### src/rtl/swrm_pkg.sv
`timescale 1ns / 1ps
// ----------------------------------------------------------------------------
// swrm_pkg
// Shared types and constants of the sliding window region mapper.
// ----------------------------------------------------------------------------
package swrm_pkg;

   localparam logic [1:0] REG_MIN_WIDTH    = 2'd0;
   localparam logic [1:0] REG_MIN_HEIGHT   = 2'd1;
   localparam logic [1:0] REG_SLIDE_STRIDE = 2'd2;
   localparam logic [1:0] REG_TASKS_PER_PE = 2'd3;

   localparam logic KIND_WRITE   = 1'b0;
   localparam logic KIND_REQUEST = 1'b1;

   typedef enum logic [3:0] {
      ST_IDLE, ST_SZ_INIT, ST_SZ_STEP, ST_SZ_CLAMP, ST_CENTRE, ST_SL_INIT,
      ST_SL_RESET, ST_SL_LOAD, ST_ADV, ST_CHECK, ST_SUM, ST_SUM_TAIL,
      ST_JUDGE, ST_GROW, ST_DONE
   } state_type;

   typedef enum logic [1:0] {
      PH_A, PH_B, PH_C
   } phase_type;

   typedef enum logic [3:0] {
      OP_NONE, OP_ACCEPT, OP_SIZE_INIT, OP_SIZE_STEP, OP_CLAMP, OP_CENTRE,
      OP_LAST_INIT, OP_LAST_GRID, OP_LOAD, OP_ADVANCE, OP_SUM_STEP,
      OP_SET_LAST, OP_GROW, OP_FAIL, OP_FAIL_SLIDE, OP_OUTPUT
   } op_type;

   typedef struct packed {
      op_type op;
      logic   found;
   } cmd_type;

   typedef struct packed {
      logic size_more;
      logic can_grow;
      logic fit;
      logic sum_last;
      logic cond_a;
      logic cond_b;
   } sts_type;

endpackage

### src/rtl/swrm_ram.sv
`timescale 1ns / 1ps
// ----------------------------------------------------------------------------
// swrm_ram
// Generic single write port, single read port RAM with registered read.
// ----------------------------------------------------------------------------
module swrm_ram #(
   parameter int WIDTH = 4,
   parameter int DEPTH = 64
) (
   input  logic                                  clock,
   input  logic                                  wr_en,
   input  logic [(DEPTH > 1 ? $clog2(DEPTH) : 1)-1:0] wr_addr,
   input  logic [WIDTH-1:0]                      wr_data,
   input  logic [(DEPTH > 1 ? $clog2(DEPTH) : 1)-1:0] rd_addr,
   output logic [WIDTH-1:0]                      rd_data
);

   logic [WIDTH-1:0] mem [DEPTH];
   logic [WIDTH-1:0] rd_data_ff;

   always_ff @(posedge clock) begin
      if (wr_en) begin
         mem[wr_addr] <= wr_data;
      end
      rd_data_ff <= mem[rd_addr];
   end

   assign rd_data = rd_data_ff;

endmodule

### src/rtl/swrm_ctrl.sv
`timescale 1ns / 1ps
// ----------------------------------------------------------------------------
// swrm_ctrl
// Controller sequencing window sizing, placement, page sums and growth.
// ----------------------------------------------------------------------------
module swrm_ctrl (
   input  logic             clock,
   input  logic             reset,
   input  logic             req_valid,
   output logic             req_ready,
   input  logic             req_kind,
   input  logic             req_has_static,
   output logic             rsp_valid,
   input  logic             rsp_ready,
   output swrm_pkg::cmd_type cmd,
   input  swrm_pkg::sts_type sts
);

   swrm_pkg::state_type state_ff, state_in;
   swrm_pkg::phase_type phase_ff, phase_in;
   logic static_ff, static_in;
   logic found_ff, found_in;
   logic rsp_valid_ff, rsp_valid_in;
   logic out_load;

   // next state
   always_comb begin
      state_in = state_ff;
      phase_in = phase_ff;
      unique case (state_ff)
         swrm_pkg::ST_IDLE: begin
            if (req_valid && req_kind == swrm_pkg::KIND_REQUEST) begin
               state_in = swrm_pkg::ST_SZ_INIT;
            end
         end
         swrm_pkg::ST_SZ_INIT:  state_in = swrm_pkg::ST_SZ_STEP;
         swrm_pkg::ST_SZ_STEP: begin
            if (!sts.size_more) begin
               state_in = swrm_pkg::ST_SZ_CLAMP;
            end
         end
         swrm_pkg::ST_SZ_CLAMP: begin
            state_in = static_ff ? swrm_pkg::ST_CENTRE : swrm_pkg::ST_SL_INIT;
         end
         swrm_pkg::ST_CENTRE:   state_in = swrm_pkg::ST_SUM;
         swrm_pkg::ST_SL_INIT:  state_in = swrm_pkg::ST_SL_LOAD;
         swrm_pkg::ST_SL_RESET: state_in = swrm_pkg::ST_SL_LOAD;
         swrm_pkg::ST_SL_LOAD: begin
            state_in = swrm_pkg::ST_ADV;
            phase_in = swrm_pkg::PH_A;
         end
         swrm_pkg::ST_ADV:      state_in = swrm_pkg::ST_CHECK;
         swrm_pkg::ST_CHECK: begin
            unique case (phase_ff)
               swrm_pkg::PH_A: begin
                  if (sts.cond_a) begin
                     state_in = swrm_pkg::ST_SUM;
                  end else begin
                     phase_in = swrm_pkg::PH_B;
                  end
               end
               swrm_pkg::PH_B: begin
                  state_in = swrm_pkg::ST_SUM;
                  if (!sts.cond_b) begin
                     phase_in = swrm_pkg::PH_C;
                  end
               end
               default: state_in = swrm_pkg::ST_SUM;
            endcase
         end
         swrm_pkg::ST_SUM: begin
            if (sts.sum_last) begin
               state_in = swrm_pkg::ST_SUM_TAIL;
            end
         end
         swrm_pkg::ST_SUM_TAIL: state_in = swrm_pkg::ST_JUDGE;
         swrm_pkg::ST_JUDGE: begin
            if (sts.fit) begin
               state_in = swrm_pkg::ST_DONE;
            end else if (static_ff || phase_ff == swrm_pkg::PH_C) begin
               state_in = swrm_pkg::ST_GROW;
            end else begin
               state_in = swrm_pkg::ST_ADV;
            end
         end
         swrm_pkg::ST_GROW: begin
            if (!sts.can_grow) begin
               state_in = swrm_pkg::ST_DONE;
            end else if (static_ff) begin
               state_in = swrm_pkg::ST_SUM;
            end else begin
               state_in = swrm_pkg::ST_SL_RESET;
            end
         end
         swrm_pkg::ST_DONE: begin
            if (out_load) begin
               state_in = swrm_pkg::ST_IDLE;
            end
         end
         default: state_in = swrm_pkg::ST_IDLE;
      endcase
   end

   assign out_load = (state_ff == swrm_pkg::ST_DONE) && (!rsp_valid_ff || rsp_ready);

   // outputs
   always_comb begin
      cmd.op    = swrm_pkg::OP_NONE;
      cmd.found = found_ff;
      req_ready = 1'b0;
      unique case (state_ff)
         swrm_pkg::ST_IDLE: begin
            req_ready = 1'b1;
            if (req_valid) begin
               cmd.op = swrm_pkg::OP_ACCEPT;
            end
         end
         swrm_pkg::ST_SZ_INIT:  cmd.op = swrm_pkg::OP_SIZE_INIT;
         swrm_pkg::ST_SZ_STEP: begin
            if (sts.size_more) begin
               cmd.op = swrm_pkg::OP_SIZE_STEP;
            end
         end
         swrm_pkg::ST_SZ_CLAMP: cmd.op = swrm_pkg::OP_CLAMP;
         swrm_pkg::ST_CENTRE:   cmd.op = swrm_pkg::OP_CENTRE;
         swrm_pkg::ST_SL_INIT:  cmd.op = swrm_pkg::OP_LAST_INIT;
         swrm_pkg::ST_SL_RESET: cmd.op = swrm_pkg::OP_LAST_GRID;
         swrm_pkg::ST_SL_LOAD:  cmd.op = swrm_pkg::OP_LOAD;
         swrm_pkg::ST_ADV:      cmd.op = swrm_pkg::OP_ADVANCE;
         swrm_pkg::ST_SUM:      cmd.op = swrm_pkg::OP_SUM_STEP;
         swrm_pkg::ST_JUDGE: begin
            if (sts.fit && !static_ff) begin
               cmd.op = swrm_pkg::OP_SET_LAST;
            end
         end
         swrm_pkg::ST_GROW: begin
            if (sts.can_grow) begin
               cmd.op = swrm_pkg::OP_GROW;
            end else begin
               cmd.op = static_ff ? swrm_pkg::OP_FAIL : swrm_pkg::OP_FAIL_SLIDE;
            end
         end
         swrm_pkg::ST_DONE: begin
            if (out_load) begin
               cmd.op = swrm_pkg::OP_OUTPUT;
            end
         end
         default: cmd.op = swrm_pkg::OP_NONE;
      endcase
   end

   always_comb begin
      static_in = static_ff;
      if (state_ff == swrm_pkg::ST_IDLE && req_valid) begin
         static_in = req_has_static;
      end
      found_in = found_ff;
      if (state_ff == swrm_pkg::ST_JUDGE) begin
         found_in = sts.fit;
      end
      rsp_valid_in = rsp_valid_ff;
      if (out_load) begin
         rsp_valid_in = 1'b1;
      end else if (rsp_ready) begin
         rsp_valid_in = 1'b0;
      end
   end

   always_ff @(posedge clock) begin
      if (reset) begin
         state_ff     <= swrm_pkg::ST_IDLE;
         phase_ff     <= swrm_pkg::PH_A;
         static_ff    <= 1'b0;
         found_ff     <= 1'b0;
         rsp_valid_ff <= 1'b0;
      end else begin
         state_ff     <= state_in;
         phase_ff     <= phase_in;
         static_ff    <= static_in;
         found_ff     <= found_in;
         rsp_valid_ff <= rsp_valid_in;
      end
   end

   assign rsp_valid = rsp_valid_ff;

   a_request_leaves_idle: assert property (@(posedge clock) disable iff (reset)
      (req_valid && req_ready && req_kind == swrm_pkg::KIND_REQUEST)
      |=> state_ff == swrm_pkg::ST_SZ_INIT)
      else $error("mapping request did not start sizing");

   a_done_waits: assert property (@(posedge clock) disable iff (reset)
      (state_ff == swrm_pkg::ST_DONE && rsp_valid_ff && !rsp_ready)
      |=> state_ff == swrm_pkg::ST_DONE && rsp_valid_ff)
      else $error("result overwritten before it was taken");

   a_tail_after_sum: assert property (@(posedge clock) disable iff (reset)
      state_ff == swrm_pkg::ST_SUM_TAIL |-> $past(state_ff) == swrm_pkg::ST_SUM)
      else $error("sum tail without sum pass");

   a_judge_after_tail: assert property (@(posedge clock) disable iff (reset)
      state_ff == swrm_pkg::ST_JUDGE |-> $past(state_ff) == swrm_pkg::ST_SUM_TAIL)
      else $error("window judged before its sum completed");

endmodule

### src/rtl/swrm_dp.sv
`timescale 1ns / 1ps
// ----------------------------------------------------------------------------
// swrm_dp
// Datapath: config registers, page store, window geometry and page sum.
// ----------------------------------------------------------------------------
module swrm_dp #(
   parameter int GRID_X = 8,
   parameter int GRID_N = 64
) (
   input  logic              clock,
   input  logic              reset,
   input  swrm_pkg::cmd_type cmd,
   output swrm_pkg::sts_type sts,
   input  logic              csr_write,
   input  logic [1:0]        csr_index,
   input  logic [3:0]        csr_data,
   input  logic              req_kind,
   input  logic [5:0]        req_pe_index,
   input  logic [3:0]        req_free_pages,
   input  logic [7:0]        req_task_count,
   input  logic [2:0]        req_center_x,
   input  logic [2:0]        req_center_y,
   output logic              rsp_found,
   output logic [2:0]        rsp_win_x,
   output logic [2:0]        rsp_win_y,
   output logic [3:0]        rsp_win_width,
   output logic [3:0]        rsp_win_height
);

   localparam int ROWS = (GRID_N / GRID_X > 0) ? GRID_N / GRID_X : 1;
   localparam int GMAX = GRID_X > ROWS ? GRID_X : ROWS;
   localparam int DW   = $clog2(GMAX + 1) + 5;
   localparam int AR   = 2 * DW;
   localparam int PW   = AR + 4;
   localparam int AW   = GRID_N > 1 ? $clog2(GRID_N) : 1;
   localparam int IW   = $clog2(GRID_N + GRID_X) + 1;
   localparam int SW   = $clog2(GRID_N * 15 + 1);
   localparam int CW   = (SW > 8 ? SW : 8) + 1;
   localparam logic [DW-1:0] GXD = DW'(GRID_X);
   localparam logic [DW-1:0] RD  = DW'(ROWS);
   localparam logic [DW-1:0] LC_RST = GRID_X >= 2 ? DW'(GRID_X - 2) : '0;
   localparam logic [DW-1:0] LR_RST = ROWS >= 2 ? DW'(ROWS - 2) : '0;

   logic [3:0] min_w_ff, min_h_ff, stride_ff, tpe_ff;
   logic [7:0] need_ff;
   logic [2:0] cx_ff, cy_ff;
   logic [DW-1:0] w_ff, w_in, h_ff, h_in, x_ff, x_in, y_ff, y_in;
   logic [DW-1:0] lc_ff, lc_in, lr_ff, lr_in, ox_ff, ox_in, oy_ff, oy_in;
   logic [AR-1:0] area_ff, area_in;
   logic [SW-1:0] acc_ff, acc_in;
   logic pend_ff, pend_in, vrd_ff;
   logic [GRID_N-1:0] valid_ff;
   logic rsp_found_ff;
   logic [2:0] rsp_x_ff, rsp_y_ff;
   logic [3:0] rsp_w_ff, rsp_h_ff;

   logic [DW-1:0] minw1, minh1, step, gw, gh, hw, hh, x0, y0, cxe, cye;
   logic [DW-1:0] ax, ay, adv_x, adv_y;
   logic [PW-1:0] prod;
   logic [IW-1:0] idx;
   logic in_range, first, wr_en;
   logic [AW-1:0] rd_addr, wr_addr;
   logic [3:0] rd_data;

   assign minw1 = min_w_ff != 4'd0 ? DW'(min_w_ff) : DW'(1);
   assign minh1 = min_h_ff != 4'd0 ? DW'(min_h_ff) : DW'(1);
   assign step  = stride_ff != 4'd0 ? DW'(stride_ff) : DW'(1);
   assign prod  = PW'(area_ff) * PW'(tpe_ff);

   assign sts.size_more = (prod < PW'(need_ff)) && !(w_ff >= GXD && h_ff >= RD);
   assign sts.can_grow  = (w_ff < GXD) || (h_ff < RD);
   assign sts.fit       = CW'(acc_ff) >= CW'(need_ff);
   assign sts.sum_last  = (ox_ff == w_ff - DW'(1)) && (oy_ff == h_ff - DW'(1));
   assign sts.cond_a    = (x_ff > lc_ff) || (y_ff > lr_ff);
   assign sts.cond_b    = (x_ff < lc_ff) || (y_ff < lr_ff);

   // grown size
   always_comb begin
      gw = w_ff;
      gh = h_ff;
      if (h_ff <= w_ff && h_ff < RD) begin
         gh = h_ff + DW'(1);
      end else if (w_ff < GXD) begin
         gw = w_ff + DW'(1);
      end else if (h_ff < RD) begin
         gh = h_ff + DW'(1);
      end
   end

   // centred start position
   always_comb begin
      hw  = w_ff >> 1;
      hh  = h_ff >> 1;
      cxe = DW'(cx_ff);
      cye = DW'(cy_ff);
      x0  = cxe >= hw ? cxe - hw : '0;
      y0  = cye >= hh ? cye - hh : '0;
      if (x0 + w_ff > GXD) begin
         x0 = GXD - w_ff;
      end
      if (y0 + h_ff > RD) begin
         y0 = RD - h_ff;
      end
   end

   // slide step with wrap
   always_comb begin
      adv_x = '0;
      adv_y = '0;
      if (x_ff + w_ff < GXD) begin
         adv_y = y_ff;
         adv_x = x_ff + step;
         if (adv_x + w_ff > GXD) begin
            adv_x = GXD - w_ff;
         end
      end else if (y_ff + h_ff < RD) begin
         adv_y = y_ff + step;
         if (adv_y + h_ff > RD) begin
            adv_y = RD - h_ff;
         end
      end
   end

   // cell address of the sum pass
   assign ax       = x_ff + ox_ff;
   assign ay       = y_ff + oy_ff;
   assign idx      = IW'(ay) * IW'(GRID_X) + IW'(ax);
   assign in_range = idx < IW'(GRID_N);
   assign rd_addr  = idx[AW-1:0];
   assign first    = (ox_ff == '0) && (oy_ff == '0);

   assign wr_en   = (cmd.op == swrm_pkg::OP_ACCEPT) && (req_kind == swrm_pkg::KIND_WRITE)
                    && (32'(req_pe_index) < GRID_N);
   assign wr_addr = AW'(req_pe_index);

   swrm_ram #(
      .WIDTH (4),
      .DEPTH (GRID_N)
   ) u_page_ram (
      .clock   (clock),
      .wr_en   (wr_en),
      .wr_addr (wr_addr),
      .wr_data (req_free_pages),
      .rd_addr (rd_addr),
      .rd_data (rd_data)
   );

   always_comb begin
      w_in    = w_ff;
      h_in    = h_ff;
      x_in    = x_ff;
      y_in    = y_ff;
      lc_in   = lc_ff;
      lr_in   = lr_ff;
      ox_in   = ox_ff;
      oy_in   = oy_ff;
      area_in = area_ff;
      pend_in = 1'b0;
      acc_in  = ((cmd.op == swrm_pkg::OP_SUM_STEP && first) ? '0 : acc_ff)
                + ((pend_ff && vrd_ff) ? SW'(rd_data) : '0);
      case (cmd.op)
         swrm_pkg::OP_SIZE_INIT: begin
            w_in    = minw1;
            h_in    = minh1;
            area_in = AR'(minw1) * AR'(minh1);
         end
         swrm_pkg::OP_SIZE_STEP: begin
            if (h_ff <= w_ff) begin
               h_in    = h_ff + DW'(1);
               area_in = area_ff + AR'(w_ff);
            end else begin
               w_in    = w_ff + DW'(1);
               area_in = area_ff + AR'(h_ff);
            end
         end
         swrm_pkg::OP_CLAMP: begin
            w_in = w_ff > GXD ? GXD : w_ff;
            h_in = h_ff > RD ? RD : h_ff;
            x_in = '0;
            y_in = '0;
         end
         swrm_pkg::OP_CENTRE: begin
            x_in = x0;
            y_in = y0;
         end
         swrm_pkg::OP_LAST_INIT: begin
            if (w_ff != minw1 || h_ff != minh1) begin
               lc_in = GXD - w_ff;
               lr_in = RD - h_ff;
            end else begin
               lc_in = lc_ff > GXD - w_ff ? GXD - w_ff : lc_ff;
               lr_in = lr_ff > RD - h_ff ? RD - h_ff : lr_ff;
            end
         end
         swrm_pkg::OP_LAST_GRID: begin
            lc_in = GXD - w_ff;
            lr_in = RD - h_ff;
         end
         swrm_pkg::OP_LOAD: begin
            x_in = lc_ff;
            y_in = lr_ff;
         end
         swrm_pkg::OP_ADVANCE: begin
            x_in = adv_x;
            y_in = adv_y;
         end
         swrm_pkg::OP_SUM_STEP: begin
            pend_in = in_range;
            if (ox_ff == w_ff - DW'(1)) begin
               ox_in = '0;
               oy_in = (oy_ff == h_ff - DW'(1)) ? '0 : oy_ff + DW'(1);
            end else begin
               ox_in = ox_ff + DW'(1);
            end
         end
         swrm_pkg::OP_SET_LAST: begin
            lc_in = x_ff;
            lr_in = y_ff;
         end
         swrm_pkg::OP_GROW: begin
            w_in = gw;
            h_in = gh;
            if (x_ff + gw > GXD) begin
               x_in = GXD - gw;
            end
            if (y_ff + gh > RD) begin
               y_in = RD - gh;
            end
         end
         swrm_pkg::OP_FAIL: begin
            x_in = '0;
            y_in = '0;
         end
         swrm_pkg::OP_FAIL_SLIDE: begin
            x_in  = '0;
            y_in  = '0;
            lc_in = '0;
            lr_in = '0;
         end
         default: begin
         end
      endcase
   end

   always_ff @(posedge clock) begin
      if (reset) begin
         min_w_ff  <= 4'd2;
         min_h_ff  <= 4'd2;
         stride_ff <= 4'd2;
         tpe_ff    <= 4'd4;
         lc_ff     <= LC_RST;
         lr_ff     <= LR_RST;
         ox_ff     <= '0;
         oy_ff     <= '0;
         pend_ff   <= 1'b0;
         valid_ff  <= '0;
      end else begin
         if (csr_write) begin
            unique case (csr_index)
               swrm_pkg::REG_MIN_WIDTH:    min_w_ff  <= csr_data;
               swrm_pkg::REG_MIN_HEIGHT:   min_h_ff  <= csr_data;
               swrm_pkg::REG_SLIDE_STRIDE: stride_ff <= csr_data;
               swrm_pkg::REG_TASKS_PER_PE: tpe_ff    <= csr_data;
               default: begin
               end
            endcase
         end
         lc_ff   <= lc_in;
         lr_ff   <= lr_in;
         ox_ff   <= ox_in;
         oy_ff   <= oy_in;
         pend_ff <= pend_in;
         if (wr_en) begin
            valid_ff[wr_addr] <= 1'b1;
         end
      end
   end

   always_ff @(posedge clock) begin
      if (cmd.op == swrm_pkg::OP_ACCEPT) begin
         need_ff <= req_task_count;
         cx_ff   <= req_center_x;
         cy_ff   <= req_center_y;
      end
      w_ff    <= w_in;
      h_ff    <= h_in;
      x_ff    <= x_in;
      y_ff    <= y_in;
      area_ff <= area_in;
      acc_ff  <= acc_in;
      vrd_ff  <= valid_ff[rd_addr];
      if (cmd.op == swrm_pkg::OP_OUTPUT) begin
         rsp_found_ff <= cmd.found;
         rsp_x_ff     <= x_ff[2:0];
         rsp_y_ff     <= y_ff[2:0];
         rsp_w_ff     <= w_ff[3:0];
         rsp_h_ff     <= h_ff[3:0];
      end
   end

   assign rsp_found      = rsp_found_ff;
   assign rsp_win_x      = rsp_x_ff;
   assign rsp_win_y      = rsp_y_ff;
   assign rsp_win_width  = rsp_w_ff;
   assign rsp_win_height = rsp_h_ff;

endmodule

### src/rtl/sliding_window_region_mapper.sv
`timescale 1ns / 1ps
// ----------------------------------------------------------------------------
// sliding_window_region_mapper
// Page count store and window search over a processor grid.
// ----------------------------------------------------------------------------
// page count writes give no response
// a mapping request first sizes the window up from the minimum size, then sums
// the pages of each candidate window; static: placed around the centre and grown
// on a miss; sliding: starts from the last position and slides step by step,
// regrowing after a full pass; the response is registered; one request in flight at a time
// reset restores register defaults and last position, clears page valid bits
module sliding_window_region_mapper #(
   parameter int GRID_X = 8,
   parameter int GRID_N = 64
) (
   input  logic       clock,
   input  logic       reset,
   input  logic       csr_write,
   input  logic [1:0] csr_index,
   input  logic [3:0] csr_data,
   input  logic       req_valid,
   output logic       req_ready,
   input  logic       req_kind,
   input  logic [5:0] req_pe_index,
   input  logic [3:0] req_free_pages,
   input  logic [7:0] req_task_count,
   input  logic       req_has_static,
   input  logic [2:0] req_center_x,
   input  logic [2:0] req_center_y,
   output logic       rsp_valid,
   input  logic       rsp_ready,
   output logic       rsp_found,
   output logic [2:0] rsp_win_x,
   output logic [2:0] rsp_win_y,
   output logic [3:0] rsp_win_width,
   output logic [3:0] rsp_win_height
);

   swrm_pkg::cmd_type cmd;
   swrm_pkg::sts_type sts;

   swrm_ctrl u_ctrl (
      .clock          (clock),
      .reset          (reset),
      .req_valid      (req_valid),
      .req_ready      (req_ready),
      .req_kind       (req_kind),
      .req_has_static (req_has_static),
      .rsp_valid      (rsp_valid),
      .rsp_ready      (rsp_ready),
      .cmd            (cmd),
      .sts            (sts)
   );

   swrm_dp #(
      .GRID_X (GRID_X),
      .GRID_N (GRID_N)
   ) u_dp (
      .clock          (clock),
      .reset          (reset),
      .cmd            (cmd),
      .sts            (sts),
      .csr_write      (csr_write),
      .csr_index      (csr_index),
      .csr_data       (csr_data),
      .req_kind       (req_kind),
      .req_pe_index   (req_pe_index),
      .req_free_pages (req_free_pages),
      .req_task_count (req_task_count),
      .req_center_x   (req_center_x),
      .req_center_y   (req_center_y),
      .rsp_found      (rsp_found),
      .rsp_win_x      (rsp_win_x),
      .rsp_win_y      (rsp_win_y),
      .rsp_win_width  (rsp_win_width),
      .rsp_win_height (rsp_win_height)
   );

endmodule
### config.mk
export PLATFORM = sky130hd
export DESIGN_NAME = sliding_window_region_mapper
export DESIGN_NICKNAME = d
export VERILOG_FILES = /design/src/rtl/swrm_pkg.sv /design/src/rtl/swrm_ram.sv /design/src/rtl/swrm_ctrl.sv /design/src/rtl/swrm_dp.sv /design/src/rtl/sliding_window_region_mapper.sv
export SDC_FILE = /design/constraint.sdc
export NUM_CORES = 1
export LEC_CHECK = 0
export BUFFER_PORTS_ARGS = -buffer_cell sky130_fd_sc_hd__buf_4
export CORE_ASPECT_RATIO = 0.7
export CORE_MARGIN = 5
export CORE_UTILIZATION = 50
export CTS_CLUSTER_SIZE = 24
export DETAILED_ROUTE_END_ITERATION = 7
export PLACE_DENSITY = 0.66
export SYNTH_ARGS = -nofsm -noshare
export SYNTH_HDL_FRONTEND = slang
export SYNTH_SLANG_ARGS = --single-unit
### constraint.sdc
create_clock -name clock -period 9.1 [get_ports clock]
set_input_delay 0 -clock clock [delete_from_list [all_inputs] [get_ports clock]]
set_output_delay 0 -clock clock [all_outputs]
set_load 0.02 [all_outputs]
==> results of run 1 <==
==> critical path, stage by stage, from the launching register on <==
cell and delay, ns:
dfxtp_1 0.71, nand2_1 0.17, fa_1 0.54, fa_1 0.54
inv_1 0.07, ha_1 0.30, a21oi_1 0.26, o211ai_2 0.23
xor2_1 0.20, ha_1 0.33, nand2_1 0.08, nand4b_1 0.09
or3_1 0.34, nor4_1 0.23, nand4_1 0.12, nor4_1 0.33
or4b_1 0.84, nand2_1 0.83, nor2_1 0.17, nor2_1 0.62
==> worst paths after layout <==
| check | to | cells after the start | from |
|---|---|---|---|
| setup / recovery | u_dp.w_ff[6]$_SDFFCE_PP0P_ | 19 | u_dp.tpe_ff[3]$_SDFFE_PP0P_ |
| setup reg to reg | u_dp.w_ff[6]$_SDFFCE_PP0P_ | 19 | u_dp.tpe_ff[3]$_SDFFE_PP0P_ |
| hold / removal | u_dp.need_ff[0]$_DFFE_PN_ | 2 | req_task_count[0] |
| hold reg to reg | u_dp.rsp_found$_DFFE_PN_ | 0 | u_ctrl.found_ff$_SDFFE_PP0P_ |
==> cell families after synthesis <==
family | share of synthesized area, %
AO/OA/AOI/OAI | 11.65
XOR/XNOR | 4.921
adder cells (fa/ha/maj) | 12.33
buffers and inverters | 4.538
flip-flops | 43.23
multiplexers | 9.855
AND/OR/NAND/NOR | 13.48
==> flip-flops by register name, indices dropped and copies added, names as in the netlist, 4 cells and up <==
register,cells
u_dp.u_page_ram.mem,256
u_dp.stride_ff,4
u_dp.rsp_win_width,4
u_dp.lc_ff,9
u_dp.x_ff,9
u_dp.valid_ff,64
u_dp.oy_ff,9
u_dp.y_ff,9
u_dp.rsp_win_height,4
u_dp.h_ff,9
u_dp.acc_ff,10
u_dp.min_w_ff,4
u_ctrl.state_ff,4
u_dp.ox_ff,9
u_dp.min_h_ff,4
u_dp.need_ff,8
u_dp.area_ff,18
u_dp.w_ff,9
u_dp.lr_ff,9
u_dp.tpe_ff,4
u_dp.u_page_ram.rd_data,4
==> metal layers <==
layer	vias to the layer above	global-route usage, %	wire, um
li1	10180	-	-
met1	11070	40.24	38990
met2	1029	35.46	34710
met3	128	5.498	8339
met4	0	5.613	1843
met5	-	0.3720	0
==> metrics by stage <==
step / worst slack (ns) / utilization [%] / instance area [um^2]
2_1_floorplan: 2.816 / - / 30080
3_3_place_gp: 1.991 / 52.14 / 31170
3_5_place_dp: 1.775 / 52.14 / 31170
4_1_cts: 1.759 / 55.31 / 33060
5_1_grt: 1.087 / 55.31 / 33060
6_report: 1.692 / 55.31 / 33060
==> where the power goes <==
| group | internal, mW | switching, mW |
|---|---|---|
| sequential | 2.50 | 0.218 |
| combinational | 1.35 | 1.99 |
| clock | 1.10 | 0.884 |
| total | 4.95 | 3.09 |
==> cell usage after synthesis, types with 11 or more instances <==
cell	count	area, um^2
a211o_1	12	105.1
a211oi_1	23	172.7
a21o_1	42	315.3
a21oi_1	143	715.7
a22oi_1	15	112.6
a31oi_1	11	68.82
and2_1	64	400.4
and3_1	17	106.4
buf_1	12	45.04
clkbuf_1	112	420.4
dfxtp_1	141	2823
edfxtp_1	339	10180
fa_1	54	1081
ha_1	210	2628
inv_1	205	769.5
mux2i_1	52	520.5
mux4_2	105	2365
nand2_1	176	660.6
nand2b_1	17	106.4
nand3_1	49	245.2
nand4_1	27	168.9
nor2_1	326	1224
nor2b_1	34	212.7
nor3_1	46	230.2
nor4_1	16	100.1
o2111ai_1	11	96.34
o211ai_1	21	157.7
o21a_1	20	150.1
o21ai_0	90	450.4
o21ai_1	14	70.07
o21ba_2	14	140.1
o21bai_1	12	90.09
or2_2	15	93.84
or3_1	18	112.6
xnor2_1	108	945.9
xor2_1	61	534.3
==> cell type report <==
type                            count  area [um^2]
Antenna cell                        1        2.502
Multi-Input combinational cell   1968        15780
Fill cell                        5026        26710
Clock inverter                     28        272.8
Sequential cell                   480        13000
Tap cell                          808         1011
Inverter                          207        777.0
Timing Repair Buffer              113        930.9
Clock buffer                       61         1290
==> repair_timing <==
action	4_1_cts	5_1_grt
endpoints found under the hold margin	306	0
buffers inserted	0	0
hold buffers	33	0
==> run summary, run 1 <==
GRT overflow: 0
CTS Buffer Depth: 3
Slew Limit Fails: 0
DR pass1 iterations: 6
Most common library cell in the layout ignoring fill and taps: edfxtp_1
Clk_lat worst skew: 0.59 ns
Unrepaired setup endpoints after global routing: false
DRC: 0
Critical path arrival: 7.63 ns
Post-synth EDFFs: 339
Starting density of the core: 50.32%
Mapped Nets: 3097
Final std cells w/o fill: 3666
Post-Synthesis Cells: 2796
RD Place Congestion: 0.9372
Syn. warnings: 0
HPWL Detailed: 60470 um
Most frequent cells in the layout: edfxtp_1, nor2_1, ha_1
Clock slew seen by the registers of the worst setup and hold paths: 0.07 ns
Layout area overhead: 9.921%
Synth async-reset ratio: 0%
Yosys cell types: 96
Clk sink count: 480
WHS: 0.1278 ns
Rows: 75
Final-report setup violation count: 0
GRT Total Usage: 25.35%
Worst endpoint required time: 9.32 ns
DR vias/cell: 6.112
Die Y: 215.2 um
Tot Pwr: 8.042 mW
Port Buffers: 53
Setup tns final: 0 ns
Initial antenna violation count: 1
Die Area: 0.06524 mm^2
Syn Area/Cell: 10.76 um^2
Final Hold Fails: 0
Routed Antenna Nets: 0
Dpl cells: 3543
Total number of vias: 22.41k
Mapped Area: 0.03008 mm^2
R2R Setup Slk: 1.69 ns
Pleak: 12.80 nW
# IOs: 54
Largest net degree at the start of global routing: 81
Fin crit share: 81.41%
Outcome: complete, no violations
Fraction of layout cells with a size suffix above 1: 11.45%
Chip Width: 303.2 um
First-pass GRT wire length: 129400 um
Vias in the first global route: 21.69k
Synth Register Bits: 480
H-tree depth: 2
Worst-Margin Slew: 1.385 ns
Max VDD drop: 0.0001643 V
Top_reg_cell synth: edfxtp_1
Post-synthesis sequential area ratio: 43.23%
Worst Setup Start Kind: flop
Post_cts resized: 0
Max Clock Skew: 0.01647 ns
Clock buffer count from CTS: 48
Crit end category: flop
Crit Path Max Fanout: 19
Final WL: 83870 um
Iter 0 DRT Violations: 2561
CTS tree: done
Wire per inst: 22.88 um
Max transition margin: 5.288%
Pwr/cell area: 243.2 mW/mm^2
Max Cap Viol: 0
Clock period minus worst slack: 7.408 ns
HP Class: input pin to flop
Area of the core: 0.05978 mm^2
Layout Nets: 3119
FMAX: 135.0 MHz
Root Buffer: clkbuf_16
Worst setup path category: flop to flop
No activity file was read; power rests on OpenSTA's default activity.
==> run 2: changes to the inputs <==
--- a/config.mk
+++ b/config.mk
@@ -5,13 +5,14 @@
 export SDC_FILE = /design/constraint.sdc
 export NUM_CORES = 1
 export LEC_CHECK = 0
+export ABC_AREA = 1
 export BUFFER_PORTS_ARGS = -buffer_cell sky130_fd_sc_hd__buf_4
 export CORE_ASPECT_RATIO = 0.7
 export CORE_MARGIN = 5
 export CORE_UTILIZATION = 50
 export CTS_CLUSTER_SIZE = 24
 export DETAILED_ROUTE_END_ITERATION = 7
-export PLACE_DENSITY = 0.66
+export PLACE_DENSITY = 0.68
 export SYNTH_ARGS = -nofsm -noshare
 export SYNTH_HDL_FRONTEND = slang
 export SYNTH_SLANG_ARGS = --single-unit
==> constraint.sdc (replaced) <==
create_clock -name clock -period 6 [get_ports clock]
set_input_delay 0 -clock clock [delete_from_list [all_inputs] [get_ports clock]]
set_output_delay 0 -clock clock [all_outputs]
set_load 0.02 [all_outputs]
==> run summary, run 2 <==
Crit Path Max Fanout: 10 (-9)
CTS tree: done
Area of the core: 0.06272 mm^2 (+4.9%)
Final Hold Fails: 0 (unchanged)
Top post-synthesis cells by area: edfxtp_1, dfxtp_1, ha_1
Die Area: 0.06816 mm^2 (+4.5%)
Pwr/cell area: 459.8 mW/mm^2 (+89%)
Area share of the largest cell type after synthesis: 32.33% (-1.5 points)
Clock buffer count from CTS: 48 (unchanged)
Met2 Track Usage GR: 36.07% (+0.62 points)
GR peak layer: met1
Routed Antenna Nets: 0 (unchanged)
Fraction of layout cells with a size suffix above 1: 7.318% (-4.1 points)
Setup tns final: 0 ns (unchanged)
Yosys cell types: 71 (-26%)
Dpl cells: 4610 (+30%)
DP Worst Slack: 0.6554 ns (-1.119 ns)
Slowest cell on crit path: fa_1
Die Y: 219.9 um (+2.2%)
FMAX: 188.3 MHz (+39%)
Worst Setup Start Kind: flop
Port Buffers: 53 (unchanged)
RD Place Congestion: 0.9685 (+3.3%)
DRC: 0 (unchanged)
Tot Pwr: 15.99 mW (+99%)
Synth Register Bits: 480 (unchanged)
Vias in the first global route: 24.44k (+13%)
Worst endpoint required time: 6.28 ns (-3.04 ns)
Rows: 77 (+2.7%)
Top_reg_cell synth: edfxtp_1
Worst path max stage delay: 0.53 ns (-0.31 ns)
Final WL: 91140 um (+8.7%)
Syn Area/Cell: 8.255 um^2 (-23%)
Top post-synthesis cells by count: nand2_1, nor2_1, inv_1
Post-synth EDFFs: 339 (unchanged)
Root Buffer: clkbuf_16
Met3 GRT Util: 6.370% (+0.87 points)
Mapped Nets: 4115 (+33%)
First-pass GRT wire length: 141000 um (+9.0%)
Layout Nets: 4170 (+34%)
Crit end category: flop
Most common library cell in the layout ignoring fill and taps: nand2_1
Critical path arrival: 5.59 ns (-2.04 ns)
DR vias/cell: 5.657 (-7.4%)
GRT Total Usage: 26.31% (+0.96 points)
Post-synthesis sequential area ratio: 41.30% (-1.9 points)
Synth async-reset ratio: 0% (unchanged)
Met1 Use GR: 41.86% (+1.6 points)
HPWL Detailed: 64060 um (+5.9%)
Clk_lat worst skew: 0.62 ns (+0.03 ns)
Clock period minus worst slack: 5.311 ns (-2.097 ns)
# Post-CTS Setup Buffers: 0 (unchanged)
# diodes: 0 (-1)
# IOs: 54 (unchanged)
Clock slew seen by the registers of the worst setup and hold paths: 0.07 ns (about the same)
DR pass1 iterations: 7 (+1)
Max Cap Viol: 0 (unchanged)
Final WS setup: 0.6893 ns (-1.003 ns)
Unrepaired setup endpoints after global routing: false
Cell area after layout: 0.03478 mm^2 (+5.2%)
Syn. warnings: 0 (unchanged)
Wire per inst: 19.24 um (-16%)
Worst-Margin Slew: 1.407 ns (+0.02182 ns)
Clk sink count: 480 (unchanged)
Chip Width: 309.9 um (+2.2%)
Initial antenna violation count: 0 (-1)
CTS Buffer Depth: 3 (unchanged)
Post-Synthesis Cells: 3814 (+36%)
Final std cells w/o fill: 4737 (+29%)
Largest registers: u_dp.u_page_ram.mem (256), u_dp.valid_ff (64), u_dp.area_ff (18)
Largest Register: u_dp.u_page_ram.mem
Layout area overhead: 10.48%
Largest area contributor in the netlist: edfxtp_1
Iter 0 DRT Violations: 2820 (+10%)
Max VDD drop: 0.0003535 V (+120%)
Area after DPL: 0.03274 mm^2 (+5.0%)
GRT overflow: 0 (unchanged)
Largest net degree at the start of global routing: 81 (unchanged)
Starting density of the core: 50.20% (-0.12 points)
Max reg flops: 256 (unchanged)
Max Clock Skew: 0.04742 ns (+0.03095 ns)
Slew Limit Fails: 0 (unchanged)
Fin crit share: 88.51% (+7.1 points)
Max transition margin: 5.499% (+0.21 points)
H-tree depth: 2 (unchanged)
Most frequent cells in the layout: nand2_1, nor2_1, inv_1
Total number of vias: 26.80k (+20%)
Worst setup path category: flop to flop
Pleak: 15.35 nW (+20%)
HP Class: input pin to flop
Final-report setup violation count: 0 (unchanged)
Outcome: complete, no violations
Mapped Area: 0.03148 mm^2 (+4.7%)
Top-count cell post-synth: nand2_1
==> run 2: path summary, 6_finish.rpt <==
| kind | endpoint | cells after the start | slack (ns) | from |
|---|---|---|---|---|
| worst max-delay path | u_dp.y_ff[3]$_DFFE_PP_ | 26 | 0.69 | u_dp.area_ff[1]$_DFFE_PP_ |
| worst min-delay path | u_ctrl.state_ff[3]$_SDFFE_PP0P_ | 7 | 0.04 | req_kind |
| worst max register to register | u_dp.y_ff[3]$_DFFE_PP_ | 26 | 0.69 | u_dp.area_ff[1]$_DFFE_PP_ |
| worst min register to register | u_dp.rsp_found$_DFFE_PN_ | 0 | 0.44 | u_ctrl.found_ff$_SDFFE_PP0P_ |
==> run 2: layout make-up <==
cell class                      count  area [um^2]
Timing Repair Buffer              141         1166
Fill cell                        5692        27940
Clock buffer                       68         1348
Tap cell                          829         1037
Multi-Input combinational cell   2647        15830
Inverter                          551         2079
Sequential cell                   480        13000
Clock inverter                     21        316.6
==> run 2: metal layers <==
| layer | wire length [um] | part of all wire, % |
|---|---|---|
| met1 | 42950 | 47 |
| met2 | 35760 | 39 |
| met3 | 10890 | 12 |
| met4 | 1532 | 1.7 |
| met5 | 0 | 0 |
==> run 2: stage by stage <==
stage / hold slack, ns / utilization, %
finish: 0.04247 / 55.46
global route: 0.05129 / 55.46
CTS: 0.005451 / 55.46
detailed placement: 0.1804 / 52.20
global placement: 0.1796 / 52.20
floorplan: 0.09887 / -
==> run 2: kinds of logic (layout without fill, tap and decap cells) <==
group | count (synthesis) | count (layout) | share of synthesized area (%)
simple gates | 1592 | 1592 | 22.16
buf+inv | 687 | 781 | 8.537
compound gates | 645 | 645 | 12.12
flops | 480 | 480 | 41.30
fa+ha+maj | 264 | 264 | 11.78
xor+xnor | 142 | 142 | 3.974
mux | 4 | 4 | 0.1272
==> run 2: where the power goes <==
part           internal [mW]  switching [mW]
clock                   1.85            1.38
combinational           2.89            5.65
sequential              3.88           0.347
total                   8.62            7.37
==> run 2: critical path: cells and delay by family (launching register included) <==
| family | cells | cell delay (ns) |
|---|---|---|
| AOI/OAI and AO/OA | 2 | 0.26 |
| xor gates and xnor gates | 1 | 0.15 |
| adders and majority gates | 4 | 1.72 |
| buffers and inverters | 6 | 0.61 |
| DFF | 1 | 0.50 |
| and+or+nand+nor | 13 | 1.71 |
==> run 2: what timing repair did <==
item | in CTS | in global routing
gates resized for setup | 0 | 1
hold buffers | 38 | 0
endpoints found under the hold margin | 273 | 0
endpoints found under the setup margin | 0 | 9
